===== src/rtl/abt_pkg.sv =====
// Package with the types, constants and microcode table of the alpha-beta tracker.
`timescale 1ns / 1ps

package abt_pkg;

    localparam int TRACK_W       = 32;
    localparam int ACC_W         = 64;
    localparam int RES_W         = 34;
    localparam int GAIN_W        = 16;
    localparam int DT_W          = 16;
    localparam int DIV_W         = 60;
    localparam int DIV_CNT_W     = $clog2(DIV_W);
    localparam int PC_W          = 4;
    localparam int CFG_IDX_W     = 1;
    localparam int CFG_DATA_W    = 16;
    localparam int MUL_A_W       = 48;
    localparam int RECIP_CHUNK_W = 16;
    localparam int RECIP_SHIFT   = 21;

    localparam logic [CFG_IDX_W-1:0] REG_POSITION_GAIN = 1'd0;
    localparam logic [CFG_IDX_W-1:0] REG_VELOCITY_GAIN = 1'd1;

    localparam logic [GAIN_W-1:0] POSITION_GAIN_RESET = 16'd32768;
    localparam logic [GAIN_W-1:0] VELOCITY_GAIN_RESET = 16'd6554;

    // This is ceil(2^53 / 1000), so a multiply and a shift right by 53 divide any
    // magnitude below 2^50 by 1000 exactly. It is applied in three 16-bit chunks,
    // each partial sum shifted right by 16, which leaves a final shift of 21.
    localparam logic [3*RECIP_CHUNK_W-1:0] MS_RECIP = 48'h0831_26E9_78D5;

    typedef enum logic [3:0] {
        OP_NOP,
        OP_LOAD,
        OP_MUL_RATE,
        OP_RECIP_LO,
        OP_RECIP_MID,
        OP_RECIP_HI,
        OP_PREDICT,
        OP_RESIDUAL,
        OP_MUL_ALPHA,
        OP_POS_UPD,
        OP_MUL_BETA,
        OP_SCALE_MS,
        OP_DIV_DT,
        OP_RATE_UPD,
        OP_INIT_LOAD,
        OP_COMMIT
    } dp_op_t;

    typedef enum logic [2:0] {
        C_NEVER,
        C_ALWAYS,
        C_NO_INPUT,
        C_INIT,
        C_DIV_BUSY,
        C_OUT_BUSY
    } cond_t;

    typedef struct packed {
        dp_op_t              op;
        cond_t               cond;
        logic [PC_W-1:0]     target;
    } ucode_t;

    typedef struct packed {
        logic                start;
        logic                negative;
        logic [DIV_W-1:0]    magnitude;
        logic [DT_W-1:0]     divisor;
    } div_req_t;

    localparam logic [PC_W-1:0] STEP_IDLE      = 4'd0;
    localparam logic [PC_W-1:0] STEP_WAIT_DT   = 4'd12;
    localparam logic [PC_W-1:0] STEP_INIT_LOAD = 4'd14;
    localparam logic [PC_W-1:0] STEP_COMMIT    = 4'd15;

    // The commit step is the last entry, so its fall-through wraps to the idle step.
    function automatic ucode_t ucode_rom(input logic [PC_W-1:0] pc);
        ucode_t w;
        w = '{op: OP_NOP, cond: C_NEVER, target: STEP_IDLE};
        unique case (pc)
            4'd0:    w = '{op: OP_LOAD,      cond: C_NO_INPUT, target: STEP_IDLE};
            4'd1:    w = '{op: OP_MUL_RATE,  cond: C_INIT,     target: STEP_INIT_LOAD};
            4'd2:    w = '{op: OP_RECIP_LO,  cond: C_NEVER,    target: STEP_IDLE};
            4'd3:    w = '{op: OP_RECIP_MID, cond: C_NEVER,    target: STEP_IDLE};
            4'd4:    w = '{op: OP_RECIP_HI,  cond: C_NEVER,    target: STEP_IDLE};
            4'd5:    w = '{op: OP_PREDICT,   cond: C_NEVER,    target: STEP_IDLE};
            4'd6:    w = '{op: OP_RESIDUAL,  cond: C_NEVER,    target: STEP_IDLE};
            4'd7:    w = '{op: OP_MUL_ALPHA, cond: C_NEVER,    target: STEP_IDLE};
            4'd8:    w = '{op: OP_POS_UPD,   cond: C_NEVER,    target: STEP_IDLE};
            4'd9:    w = '{op: OP_MUL_BETA,  cond: C_NEVER,    target: STEP_IDLE};
            4'd10:   w = '{op: OP_SCALE_MS,  cond: C_NEVER,    target: STEP_IDLE};
            4'd11:   w = '{op: OP_DIV_DT,    cond: C_NEVER,    target: STEP_IDLE};
            4'd12:   w = '{op: OP_NOP,       cond: C_DIV_BUSY, target: STEP_WAIT_DT};
            4'd13:   w = '{op: OP_RATE_UPD,  cond: C_ALWAYS,   target: STEP_COMMIT};
            4'd14:   w = '{op: OP_INIT_LOAD, cond: C_NEVER,    target: STEP_IDLE};
            4'd15:   w = '{op: OP_COMMIT,    cond: C_OUT_BUSY, target: STEP_COMMIT};
            default: w = '{op: OP_NOP,       cond: C_ALWAYS,   target: STEP_IDLE};
        endcase
        return w;
    endfunction

    function automatic logic signed [TRACK_W-1:0] sat32(input logic signed [ACC_W-1:0] x);
        logic signed [ACC_W-1:0] hi;
        logic signed [ACC_W-1:0] lo;
        hi = ACC_W'($signed({1'b0, {(TRACK_W-1){1'b1}}}));
        lo = ACC_W'($signed({1'b1, {(TRACK_W-1){1'b0}}}));
        if (x > hi) begin
            return hi[TRACK_W-1:0];
        end
        if (x < lo) begin
            return lo[TRACK_W-1:0];
        end
        return x[TRACK_W-1:0];
    endfunction

endpackage


===== src/rtl/abt_in_if.sv =====
// Input channel interface carrying one sample transfer.
`timescale 1ns / 1ps

interface abt_in_if import abt_pkg::*; #(
    parameter int SAMPLE_BITS = 16
) ();
    logic                          valid;
    logic                          ready;
    logic signed [SAMPLE_BITS-1:0] sample;
    logic [DT_W-1:0]               interval_ms;
    logic                          restart;

    modport source (output valid, output sample, output interval_ms, output restart,
                    input ready);
    modport sink   (input valid, input sample, input interval_ms, input restart,
                    output ready);
endinterface


===== src/rtl/abt_out_if.sv =====
// Output channel interface carrying one filtered result transfer.
`timescale 1ns / 1ps

interface abt_out_if import abt_pkg::*; ();
    logic                      valid;
    logic                      ready;
    logic signed [TRACK_W-1:0] position;
    logic signed [TRACK_W-1:0] rate;
    logic                      initialized_now;

    modport source (output valid, output position, output rate, output initialized_now,
                    input ready);
    modport sink   (input valid, input position, input rate, input initialized_now,
                    output ready);
endinterface


===== src/rtl/alpha_beta_tracker_core.sv =====
// Alpha-beta tracker core: microcoded sequencer over a shared multiplier and divider.
// An item that initializes the track branches straight to the init-load and commit steps.
// An update item waits at the wait step for the serial divide by the interval;
// the divide by 1000 is a three-step reciprocal multiply.
// The next item is accepted in the idle step that follows a commit;
// a result still waiting in the output register holds the commit step.
// Reset clears the track, sets the gains to their defaults and empties the output register.
`timescale 1ns / 1ps

module alpha_beta_tracker_core import abt_pkg::*; #(
    parameter int SAMPLE_BITS    = 16,
    parameter int GAIN_FRAC_BITS = 16
) (
    input  logic                  clk,
    input  logic                  rst_n,
    abt_in_if.sink                in_ch,
    abt_out_if.source             out_ch,
    input  logic                  cfg_we,
    input  logic [CFG_IDX_W-1:0]  cfg_index,
    input  logic [CFG_DATA_W-1:0] cfg_data
);

    localparam int MEAS_W = SAMPLE_BITS + 4;
    localparam int PROD_W = MUL_A_W + GAIN_W + 1;

    logic [PC_W-1:0]           pc_reg;
    logic [PC_W-1:0]           pc_next;
    ucode_t                    uc;
    logic                      cond_true;

    logic [GAIN_W-1:0]         alpha_reg;
    logic [GAIN_W-1:0]         beta_reg;

    logic signed [TRACK_W-1:0] pos_reg;
    logic signed [TRACK_W-1:0] pos_next;
    logic signed [TRACK_W-1:0] rate_reg;
    logic signed [TRACK_W-1:0] rate_next;
    logic                      track_valid_reg;
    logic                      track_valid_next;

    logic signed [MEAS_W-1:0]  meas_reg;
    logic [DT_W-1:0]           dt_reg;
    logic                      init_reg;
    logic signed [ACC_W-1:0]   acc_reg;
    logic signed [ACC_W-1:0]   acc_next;
    logic signed [TRACK_W-1:0] pred_reg;
    logic signed [TRACK_W-1:0] pred_next;
    logic signed [RES_W-1:0]   res_reg;
    logic signed [RES_W-1:0]   res_next;
    logic signed [TRACK_W-1:0] newpos_reg;
    logic signed [TRACK_W-1:0] newpos_next;
    logic signed [TRACK_W-1:0] newrate_reg;
    logic signed [TRACK_W-1:0] newrate_next;
    logic [MUL_A_W-1:0]        scaled_mag_reg;
    logic                      scaled_neg_reg;
    logic signed [ACC_W-1:0]   ms_quot;

    logic signed [MUL_A_W-1:0] mul_a;
    logic signed [GAIN_W:0]    mul_b;
    logic signed [PROD_W-1:0]  product;
    logic [ACC_W-1:0]          acc_abs;

    div_req_t                  div_req;
    logic                      div_busy;
    logic signed [ACC_W-1:0]   div_q;

    logic                      out_valid_reg;
    logic                      out_busy;
    logic                      commit_go;
    logic                      in_xfer;

    assign uc        = ucode_rom(pc_reg);
    assign out_busy  = out_valid_reg && !out_ch.ready;
    assign commit_go = (uc.op == OP_COMMIT) && !out_busy;
    assign in_xfer   = in_ch.valid && in_ch.ready;

    assign in_ch.ready  = (uc.op == OP_LOAD);
    assign out_ch.valid = out_valid_reg;

    always_comb
    begin
        unique case (uc.cond)
            C_NEVER:    cond_true = 1'b0;
            C_ALWAYS:   cond_true = 1'b1;
            C_NO_INPUT: cond_true = !in_ch.valid;
            C_INIT:     cond_true = init_reg;
            C_DIV_BUSY: cond_true = div_busy;
            C_OUT_BUSY: cond_true = out_busy;
            default:    cond_true = 1'b0;
        endcase
        pc_next = cond_true ? uc.target : pc_reg + 1'b1;
    end

    // One shared multiplier: rate by interval, the rate product by the reciprocal of 1000,
    // or residual by a gain.
    always_comb
    begin
        case (uc.op) inside
            OP_MUL_RATE:               mul_a = MUL_A_W'(rate_reg);
            OP_RECIP_LO:               mul_a = $signed(acc_abs[MUL_A_W-1:0]);
            OP_RECIP_MID, OP_RECIP_HI: mul_a = $signed(scaled_mag_reg);
            default:                   mul_a = MUL_A_W'(res_reg);
        endcase
        case (uc.op)
            OP_MUL_RATE:  mul_b = $signed({1'b0, dt_reg});
            OP_MUL_ALPHA: mul_b = $signed({1'b0, alpha_reg});
            OP_RECIP_LO:  mul_b = $signed({1'b0, MS_RECIP[RECIP_CHUNK_W-1:0]});
            OP_RECIP_MID: mul_b = $signed({1'b0, MS_RECIP[2*RECIP_CHUNK_W-1:RECIP_CHUNK_W]});
            OP_RECIP_HI:  mul_b = $signed({1'b0, MS_RECIP[3*RECIP_CHUNK_W-1:2*RECIP_CHUNK_W]});
            default:      mul_b = $signed({1'b0, beta_reg});
        endcase
    end

    assign product = PROD_W'(mul_a) * PROD_W'(mul_b);
    assign acc_abs = acc_reg[ACC_W-1] ? ACC_W'(-acc_reg) : ACC_W'(acc_reg);
    assign ms_quot = scaled_neg_reg ? -(acc_reg >>> RECIP_SHIFT) : (acc_reg >>> RECIP_SHIFT);

    always_comb
    begin
        div_req.start     = (uc.op == OP_DIV_DT);
        div_req.negative  = acc_reg[ACC_W-1];
        div_req.magnitude = acc_abs[DIV_W-1:0];
        div_req.divisor   = dt_reg;
    end

    abt_div u_div (
        .clk      (clk),
        .rst_n    (rst_n),
        .req      (div_req),
        .busy     (div_busy),
        .quotient (div_q)
    );

    always_comb
    begin
        acc_next         = acc_reg;
        pred_next        = pred_reg;
        res_next         = res_reg;
        newpos_next      = newpos_reg;
        newrate_next     = newrate_reg;
        pos_next         = pos_reg;
        rate_next        = rate_reg;
        track_valid_next = track_valid_reg;
        unique case (uc.op) inside
            OP_MUL_RATE, OP_MUL_ALPHA, OP_MUL_BETA, OP_RECIP_LO:
                acc_next = ACC_W'(product);
            OP_RECIP_MID, OP_RECIP_HI:
                acc_next = (acc_reg >>> RECIP_CHUNK_W) + ACC_W'(product);
            OP_SCALE_MS:
                acc_next = (acc_reg <<< 10) - (acc_reg <<< 4) - (acc_reg <<< 3);
            OP_PREDICT:
                pred_next = sat32(ACC_W'(pos_reg) + ms_quot);
            OP_RESIDUAL:
                res_next = RES_W'(meas_reg) - RES_W'(pred_reg);
            OP_POS_UPD:
                newpos_next = sat32(ACC_W'(pred_reg) + (acc_reg >>> GAIN_FRAC_BITS));
            OP_RATE_UPD:
                newrate_next = sat32(ACC_W'(rate_reg) + (div_q >>> GAIN_FRAC_BITS));
            OP_INIT_LOAD:
            begin
                newpos_next  = sat32(ACC_W'(meas_reg));
                newrate_next = '0;
            end
            OP_COMMIT:
            begin
                if (!out_busy) begin
                    pos_next         = newpos_reg;
                    rate_next        = newrate_reg;
                    track_valid_next = 1'b1;
                end
            end
            default:
            begin
            end
        endcase
    end

    always_ff @(posedge clk or negedge rst_n)
    begin
        if (!rst_n) begin
            pc_reg          <= STEP_IDLE;
            alpha_reg       <= POSITION_GAIN_RESET;
            beta_reg        <= VELOCITY_GAIN_RESET;
            pos_reg         <= '0;
            rate_reg        <= '0;
            track_valid_reg <= 1'b0;
            out_valid_reg   <= 1'b0;
        end else begin
            pc_reg          <= pc_next;
            pos_reg         <= pos_next;
            rate_reg        <= rate_next;
            track_valid_reg <= track_valid_next;
            if (cfg_we && (cfg_index == REG_POSITION_GAIN)) begin
                alpha_reg <= cfg_data;
            end
            if (cfg_we && (cfg_index == REG_VELOCITY_GAIN)) begin
                beta_reg <= cfg_data;
            end
            if (commit_go) begin
                out_valid_reg <= 1'b1;
            end else if (out_ch.ready) begin
                out_valid_reg <= 1'b0;
            end
        end
    end

    always_ff @(posedge clk)
    begin
        acc_reg     <= acc_next;
        pred_reg    <= pred_next;
        res_reg     <= res_next;
        newpos_reg  <= newpos_next;
        newrate_reg <= newrate_next;
        if (uc.op == OP_RECIP_LO) begin
            scaled_mag_reg <= acc_abs[MUL_A_W-1:0];
            scaled_neg_reg <= acc_reg[ACC_W-1];
        end
        if (in_xfer) begin
            meas_reg <= $signed({in_ch.sample, 4'b0000});
            dt_reg   <= in_ch.interval_ms;
            init_reg <= in_ch.restart || !track_valid_reg || (in_ch.interval_ms == '0);
        end
        if (commit_go) begin
            out_ch.position        <= newpos_reg;
            out_ch.rate            <= newrate_reg;
            out_ch.initialized_now <= init_reg;
        end
    end

    a_no_accept_while_dividing: assert property (
        @(posedge clk) disable iff (!rst_n)
        in_xfer |-> !div_busy
    ) else $error("Input transfer accepted while the divider is busy.");

    a_init_result_has_zero_rate: assert property (
        @(posedge clk) disable iff (!rst_n)
        (out_ch.valid && out_ch.initialized_now) |-> (out_ch.rate == '0)
    ) else $error("Initializing result carries a nonzero rate.");

    a_commit_validates_track: assert property (
        @(posedge clk) disable iff (!rst_n)
        commit_go |=> (track_valid_reg && out_valid_reg && (pc_reg == STEP_IDLE))
    ) else $error("Commit did not leave a valid track and a pending result.");

endmodule


===== src/rtl/abt_div.sv =====
// Bit-serial restoring divider with signed quotient, one quotient bit per cycle.
`timescale 1ns / 1ps

module abt_div import abt_pkg::*; (
    input  logic                    clk,
    input  logic                    rst_n,
    input  div_req_t                req,
    output logic                    busy,
    output logic signed [ACC_W-1:0] quotient
);

    logic                 busy_reg;
    logic                 busy_next;
    logic [DIV_CNT_W-1:0] cnt_reg;
    logic [DIV_CNT_W-1:0] cnt_next;
    logic                 neg_reg;
    logic [DT_W-1:0]      divisor_reg;
    logic [DT_W-1:0]      rem_reg;
    logic [DT_W-1:0]      rem_next;
    logic [DIV_W-1:0]     quo_reg;
    logic [DIV_W-1:0]     quo_next;
    logic [DT_W:0]        trial;
    logic [DT_W:0]        diff;
    logic                 fits;
    logic signed [ACC_W-1:0] magnitude;

    assign trial = {rem_reg, quo_reg[DIV_W-1]};
    assign diff  = trial - {1'b0, divisor_reg};
    assign fits  = trial >= {1'b0, divisor_reg};

    always_comb
    begin
        busy_next = busy_reg;
        cnt_next  = cnt_reg;
        rem_next  = fits ? diff[DT_W-1:0] : trial[DT_W-1:0];
        quo_next  = {quo_reg[DIV_W-2:0], fits};
        if (req.start) begin
            busy_next = 1'b1;
            cnt_next  = DIV_CNT_W'(DIV_W - 1);
        end else if (busy_reg) begin
            if (cnt_reg == '0) begin
                busy_next = 1'b0;
            end else begin
                cnt_next = cnt_reg - 1'b1;
            end
        end
    end

    always_ff @(posedge clk or negedge rst_n)
    begin
        if (!rst_n) begin
            busy_reg <= 1'b0;
            cnt_reg  <= '0;
        end else begin
            busy_reg <= busy_next;
            cnt_reg  <= cnt_next;
        end
    end

    always_ff @(posedge clk)
    begin
        if (req.start) begin
            neg_reg     <= req.negative;
            divisor_reg <= req.divisor;
            rem_reg     <= '0;
            quo_reg     <= req.magnitude;
        end else if (busy_reg) begin
            rem_reg <= rem_next;
            quo_reg <= quo_next;
        end
    end

    assign magnitude = $signed(ACC_W'(quo_reg));
    assign quotient  = neg_reg ? -magnitude : magnitude;
    assign busy      = busy_reg;

endmodule


===== src/flat_wrapper.sv =====
// flat-port wrapper written by rule: the top's interface ports become plain ports
module alpha_beta_tracker_core_flat import abt_pkg::*;
#(
    parameter int SAMPLE_BITS    = 16,
    parameter int GAIN_FRAC_BITS = 16
)
  (clk, rst_n, cfg_we, cfg_index, cfg_data, in_ch_valid, in_ch_sample, in_ch_interval_ms, in_ch_restart, in_ch_ready, out_ch_valid, out_ch_position, out_ch_rate, out_ch_initialized_now, out_ch_ready);
  abt_in_if #(.SAMPLE_BITS(SAMPLE_BITS)) in_ch_i ();
  abt_out_if out_ch_i ();
  input  logic clk;
  input  logic rst_n;
  input  logic cfg_we;
  input  logic [CFG_IDX_W-1:0] cfg_index;
  input  logic [CFG_DATA_W-1:0] cfg_data;
  input wire logic [$bits(in_ch_i.valid)-1:0] in_ch_valid;
  input wire logic [$bits(in_ch_i.sample)-1:0] in_ch_sample;
  input wire logic [$bits(in_ch_i.interval_ms)-1:0] in_ch_interval_ms;
  input wire logic [$bits(in_ch_i.restart)-1:0] in_ch_restart;
  output wire logic [$bits(in_ch_i.ready)-1:0] in_ch_ready;
  output wire logic [$bits(out_ch_i.valid)-1:0] out_ch_valid;
  output wire logic [$bits(out_ch_i.position)-1:0] out_ch_position;
  output wire logic [$bits(out_ch_i.rate)-1:0] out_ch_rate;
  output wire logic [$bits(out_ch_i.initialized_now)-1:0] out_ch_initialized_now;
  input wire logic [$bits(out_ch_i.ready)-1:0] out_ch_ready;
  assign in_ch_i.valid = in_ch_valid;
  assign in_ch_i.sample = in_ch_sample;
  assign in_ch_i.interval_ms = in_ch_interval_ms;
  assign in_ch_i.restart = in_ch_restart;
  assign in_ch_ready = in_ch_i.ready;
  assign out_ch_valid = out_ch_i.valid;
  assign out_ch_position = out_ch_i.position;
  assign out_ch_rate = out_ch_i.rate;
  assign out_ch_initialized_now = out_ch_i.initialized_now;
  assign out_ch_i.ready = out_ch_ready;
  alpha_beta_tracker_core #(.SAMPLE_BITS(SAMPLE_BITS), .GAIN_FRAC_BITS(GAIN_FRAC_BITS)) u_core (.clk(clk), .rst_n(rst_n), .in_ch(in_ch_i), .out_ch(out_ch_i), .cfg_we(cfg_we), .cfg_index(cfg_index), .cfg_data(cfg_data));
endmodule

===== config.mk =====
export PLATFORM = sky130hd
export DESIGN_NAME = alpha_beta_tracker_core_flat
export DESIGN_NICKNAME = d
export VERILOG_FILES = /design/src/rtl/abt_pkg.sv /design/src/rtl/abt_in_if.sv /design/src/rtl/abt_out_if.sv /design/src/rtl/alpha_beta_tracker_core.sv /design/src/rtl/abt_div.sv /design/src/flat_wrapper.sv
export SDC_FILE = /design/constraint.sdc
export NUM_CORES = 2
export LEC_CHECK = 0
export BUFFER_PORTS_ARGS = -buffer_cell sky130_fd_sc_hd__buf_2
export CORE_UTILIZATION = 65
export DETAILED_ROUTE_END_ITERATION = 8
export PLACE_DENSITY = 0.82
export SYNTH_ARGS = -nofsm -noshare
export SYNTH_HDL_FRONTEND = slang
export SYNTH_SLANG_ARGS = --single-unit

===== constraint.sdc =====
create_clock -name clk -period 12.7 [get_ports clk]
set_input_delay 1.27 -clock clk [delete_from_list [all_inputs] [get_ports clk]]
set_output_delay 1.27 -clock clk [all_outputs]
set_load 0.01 [all_outputs]

# Word-level counts from Yosys, hierarchy flattened
# Memories as Yosys holds them, arrays and structs flattened.
# Cells that the tools add are included.
dict set report op_classes {
  n_addsub 13
  bitwise 2
  shift 0
  n_eq_ne 21
  div 0
  mul 1
  muxes 59
  n_lt_le_gt_ge 9
  n_reduce_logical 22
}
# op count
set ops {}
lappend ops {{32-bit two-way mux} 16}
lappend ops {{64-bit by 32-bit > comparator with 1-bit output, second input constant} 3}
lappend ops {{64-bit by 32-bit less-than comparator with 1-bit output, second input constant} 3}
lappend ops {{64-bit case mux with 3 select lines} 1}
lappend ops {{60-bit two-way mux} 3}
lappend ops {{48-bit two-way mux} 3}
lappend ops {{64-bit two-way mux} 2}
lappend ops {{32-bit case mux with 2 select lines} 2}
lappend ops {{64-bit subtractor} 2}
lappend ops {{32-bit by 48-bit adder with 49-bit output} 2}
lappend ops {{16-bit case mux with 5 select lines} 1}
lappend ops {{32-bit by 64-bit adder with 64-bit output} 1}
lappend ops {{48-bit by 64-bit adder with 64-bit output} 1}
lappend ops {{48-bit by 17-bit multiplier with 64-bit output} 1}
lappend ops {{43-bit negator with 64-bit output} 1}
lappend ops {{60-bit negator with 64-bit output} 1}
lappend ops {{60-bit negator} 1}
lappend ops {{20-bit by 32-bit subtractor with 33-bit output} 1}
lappend ops {{4-bit equality test, second input constant} 8}
lappend ops {{20-bit by 32-bit > comparator with 1-bit output, second input constant} 1}
lappend ops {{20-bit by 32-bit less-than comparator with 1-bit output, second input constant} 1}
lappend ops {{1-bit two-way mux} 25}
lappend ops {{6-bit two-way mux} 3}
lappend ops {{17-bit by 16-bit >= comparator with 1-bit output} 1}
lappend ops {{other kinds (24)} 43}
dict set report totals {
  latch_bits 0
  memories 1
  ram_bits 0
  romBits 176
  register_bits 543
  out_inout_bits 67
}
# name depth width rd rd_clocked_by_memory_dff write_ports line
set mem_list {}
lappend mem_list {{(no name shown)} 16 11 1 0 0 abt_pkg.sv:81} ;# unique case (pc)

# Depth between registers and ports, before layout
dict set report depth {
  word_depth 11
  ltp_mapped 52
}

# By module
# From an unflattened synthesis, not the netlist that was laid out.
dict set report hier_totals {
  hier_cells 8351
  hier_area_um2 72956.2
}
# module seq_area_each_um2 cells_per_inst area_per_inst_um2 n_inst
set by_module_without_submodules {}
lappend by_module_without_submodules {alpha_beta_tracker_core 12772.2 7737 66482.5 1}
lappend by_module_without_submodules {abt_div 2807.7 614 6473.7 1}

# Worst setup path before layout
# Ideal clock, no wire load.
dict set report synth_path {
  kind {register -> register}
  startpoint {register u_core.pc_reg[0]}
  endpoint {register u_core.acc_reg[59], data pin}
  setup_time_ns 0.269
  arrival_ns 11.167
  slack_ns 1.264
  path_stages_with_launch 47
  t_required_ns 12.431
  period_less_slack_ns 11.436
  path_cell_list {dfrtp_1 -> ha_1 -> ha_1 -> or3_1 -> nor2_1 -> clkbuf_1 -> buf_1 -> mux2i_1 -> a21o_1 -> clkbuf_1 -> nor2_1 -> fa_1 -> inv_1 -> fa_1 -> fa_1 -> inv_1 -> fa_1 -> fa_1 -> [... 11 more ...] -> a21o_1 -> a21o_1 -> a21oi_1 -> xnor2_1 -> ha_1 -> nand4_1 -> nor2_1 -> a221oi_1 -> o21ai_0 -> a31o_2 -> a211oi_1 -> o21ai_0 -> a41oi_1 -> o221ai_1 -> o41ai_1 -> o21ai_0 -> xnor2_1 -> o21ai_0}
}
dict set report synth_between {
  elab_chain_cells 9
  elab_cells_between_ends 17
}
# element line
set synth_lines {}
lappend synth_lines {{start: declaration} alpha_beta_tracker_core.sv:26} ;# logic [PC_W-1:0] pc_reg;
lappend synth_lines {{start signal: assignment} alpha_beta_tracker_core.sv:189} ;# pc_reg <= pc_next;
lappend synth_lines {{memory 16 x 11 bit (*)} -}
lappend synth_lines {{4-bit by 3-bit equality test with 1-bit output} alpha_beta_tracker_core.sv:104} ;# case (uc.op)
lappend synth_lines {{2-bit OR reduction} {alpha_beta_tracker_core.sv:98, alpha_beta_tracker_core.sv:144}}
lappend synth_lines {{48-bit two-way mux (3 in a row)} alpha_beta_tracker_core.sv:98} ;# case (uc.op) inside
lappend synth_lines {{48-bit by 17-bit multiplier with 64-bit output} alpha_beta_tracker_core.sv:114} ;# assign product = PROD_W'(mul_a) * PROD_W'(mul_b);
lappend synth_lines {{48-bit by 64-bit adder with 64-bit output} alpha_beta_tracker_core.sv:148} ;# acc_next = (acc_reg >>> RECIP_CHUNK_W) + ACC_W'(product);
lappend synth_lines {{64-bit case mux with 3 select lines (*)} alpha_beta_tracker_core.sv:144} ;# unique case (uc.op) inside
lappend synth_lines {{net u_core.acc_next[59]} alpha_beta_tracker_core.sv:45} ;# logic signed [ACC_W-1:0] acc_next;
lappend synth_lines {{end signal: assignment} alpha_beta_tracker_core.sv:209} ;# acc_reg <= acc_next;
lappend synth_lines {{end: declaration} alpha_beta_tracker_core.sv:44} ;# logic signed [ACC_W-1:0] acc_reg;
# The timed path passes the listed nets; every way through them passes the cells marked *.
# A chain may end at the register's enable or synchronous reset.

# Final worst setup path
dict set report layout_path {
  startpoint {register u_core.acc_reg[1]}
  endpoint {register u_core.acc_reg[63], data pin}
}
dict set report layout_between {
  elab_chain_cells 7
  elab_cells_between_ends 9
}
# element line
set layout_lines {}
lappend layout_lines {{60-bit negator} alpha_beta_tracker_core.sv:115} ;# assign acc_abs = acc_reg[ACC_W-1] ? ACC_W'(-acc_reg) : ACC_W'(acc_reg);
lappend layout_lines {{60-bit two-way mux} alpha_beta_tracker_core.sv:115}
lappend layout_lines {{48-bit two-way mux (2 in a row)} alpha_beta_tracker_core.sv:98}
lappend layout_lines {{48-bit by 17-bit multiplier with 64-bit output} alpha_beta_tracker_core.sv:114}
lappend layout_lines {{48-bit by 64-bit adder with 64-bit output} alpha_beta_tracker_core.sv:148}
lappend layout_lines {{64-bit case mux with 3 select lines (*)} alpha_beta_tracker_core.sv:144}
lappend layout_lines {{net u_core.acc_next[63]} alpha_beta_tracker_core.sv:45}
# Marked as above.

==> metrics.txt <==
result of the run=finished, final reports clean; Core Footprint=108900 sq um; type of the most critical hold path=flop to flop; largest area contributor in the netlist=fa_1; number of instances in the synthesized netlist=8109; number of nets at the end of the flow=9504; critical path launch point type=flop; signal arrival time at the worst endpoint=12.58 ns; overflow left after global routing=0; proportion of register bits with asynchronous set or reset after synthesis=20.11%; synthesis-stage register bit count=542; most instantiated flip-flop cell in the synthesis netlist=edfxtp_1; cell at the slowest stage of the critical path=xnor2_1; syn_area_per_cell=8.798 sq um; initial antenna violation count=9; Crit. End Element=flop; IO Port Bufs=121; leading post-synthesis cells by cell area=fa_1 21%, edfxtp_1 18%, ha_1 9.7%; Synth warnings=0; average vias per placed instance=6.408; portion of the post-synthesis area used by sequential elements=21.84%; vias after detailed routing=61.53k; Critical Path Fanout Max=7; buffer levels on the longest clock path=3; post-placement setup slack=0.02244 ns; fraction of final layout cells sized beyond drive strength 1=7.981%; synthesized net count=9481; number of CTS-inserted buffers=60; clock slew seen by the registers of the worst setup and hold paths=0.07 ns; final setup TNS=0 ns; Post-Syn Area=71340 sq um; area post-placement=73960 sq um; Max Cap Violations=0; Slew HR=18.16%; number of enable-type register cells in the synthesized netlist=417; die boundary height=333.3 um; Setup Crit Path Kind=flop to flop; via count of the first global-routing pass=59.86k; Slew Viols, Final=0; count of endpoints failing hold in the final timing report=0; remaining antenna violation count after routing=0; maximum clock skew at final layout=0.09014 ns; Die ar.=111100 sq um; Setup-failing EPs final=0; Final Cycle Share=96.31%; starting density of the core=65.54%; detailed-placement wirelength estimate=185.0 mm; top-area cell type share of the netlist area=21.49%; boundary pin count=122; Total Wirelength=230.5 mm; crit path time final=12.23 ns; clock tree from TritonCTS=done; most numerous cell types in the synthesized netlist=1093 x inv_1, 960 x nand2_1, 766 x fa_1; maximum cell stage delay along the critical path=0.83 ns; Layout Cell Area excl Fill=76380 sq um; minimum setup slack in the final design=0.4688 ns; average routed wire per standard cell=24.01 um; data required time of the worst path=13.05 ns; Initial DRC Count=6704; later-pin clock latency in the skew report=0.72 ns; H-tree lvl count=2; floorplan die width=333.3 um; share of the core filled with cells=70.17%; clk root buf=clkbuf_16; slew of the pin with the lowest slew margin=1.212 ns; Crit path max-delay family=adder cells; crit-path most repeated cell=fa_1; fmax=0.08176 GHz; maximum number of pins on one net before global-route repair=115; growth of design area from synthesis to finish=7.061%; # DRC=0; CP Buf/Inv Count=7; routability-driven placement congestion ratio=1.036; GRT Resource Usage Total=41.33%; post-synthesis cell type count=84; drt first pass iters=9; number of flip-flops in the largest register=64; count leader, synth=inv_1; # rows=121; first-pass GRT wire length=352.8 mm; sink count of the clock tree=542
cells in the final DEF, fill, tap and decap left out, types with 107 or more instances in the layout:
master / n
xnor2_1: 353
buf_2: 120
buf_4: 184
a21o_1: 281
inv_1: 1090
nor2b_1: 107
edfxtp_1: 417
a21oi_1: 457
xor2_1: 144
fa_1: 766
nand3_1: 131
o21ai_0: 494
nor2_1: 577
ha_1: 550
nand2_1: 957
layer usage:
metal | track usage, % | share of wire [%]
met2 | 64.84 | 45
met5 | 0 | 0
met4 | 22.86 | 6.6
met1 | 54.85 | 39
met3 | 6.779 | 9.5
final timing paths:
kind	start	end	slack, ns	cells after the start
setup / recovery	u_core.acc_reg[1]$_DFFE_PP_	u_core.acc_reg[63]$_DFFE_PP_	0.47	44
setup reg to reg	u_core.acc_reg[1]$_DFFE_PP_	u_core.acc_reg[63]$_DFFE_PP_	0.47	44
min in group asynchronous	rst_n	u_core.rate_reg[26]$_DFFE_PN0P_	0.58	1
hold / removal	u_core.newpos_reg[5]$_DFFE_PP_	u_core.out_ch.position[5]$_DFFE_PP_	0.43	0
hold reg to reg	u_core.newpos_reg[5]$_DFFE_PP_	u_core.out_ch.position[5]$_DFFE_PP_	0.43	0
max in group asynchronous	rst_n	u_core.pc_reg[0]$_DFF_PN0_	10.72	2
cells by family after synthesis:
logic type,count (synthesis),synth area share [%]
muxes,152,2.308
buffers and inverters,1447,7.634
xor gates and xnor gates,502,6.163
and+or+nand+nor,2317,14.74
adders and majority gates,1317,31.16
AOI/OAI and AO/OA,1832,16.16
DFF,542,21.84
cell type report:
cell class	count	area, sq um
multi-input combinational	6121	50770
tap	1414	1769
inverter	1094	4106
fill	8487	32470
sequential	542	15580
clock inverter	37	372.9
clock buffer	75	1650
antenna	6	15.01
timing repair buffer	313	2110
worst reg2reg max path: cells and delay by family, from the launching register on:
family,cells,cell delay (ns)
and+or+nand+nor,13,2.78
xor gates and xnor gates,4,1.29
buffers and inverters,7,0.63
adders and majority gates,9,4.15
AOI/OAI and AO/OA,11,2.49
DFF,1,0.50
per-stage QoR:
step	cells	hold WS, ns
2_1_floorplan	8109	0.4204
6_report	9602	0.4310
4_1_cts	9582	0.4394
3_3_place_gp	9470	0.4226
5_1_grt	9596	0.4521
3_5_place_dp	9470	0.4329
timing repair:
action | 4_1_cts | 5_1_grt
hold buffers | 0 | 0
setup buffers | 0 | 13
cloned | 0 | 1
pin swaps | 0 | 5
resized for setup | 2 | 65
setup endpoints to repair | 2 | 17
Power is not shown: default switching activity piles up to over one toggle a cycle in this logic, so the estimate is an artifact.
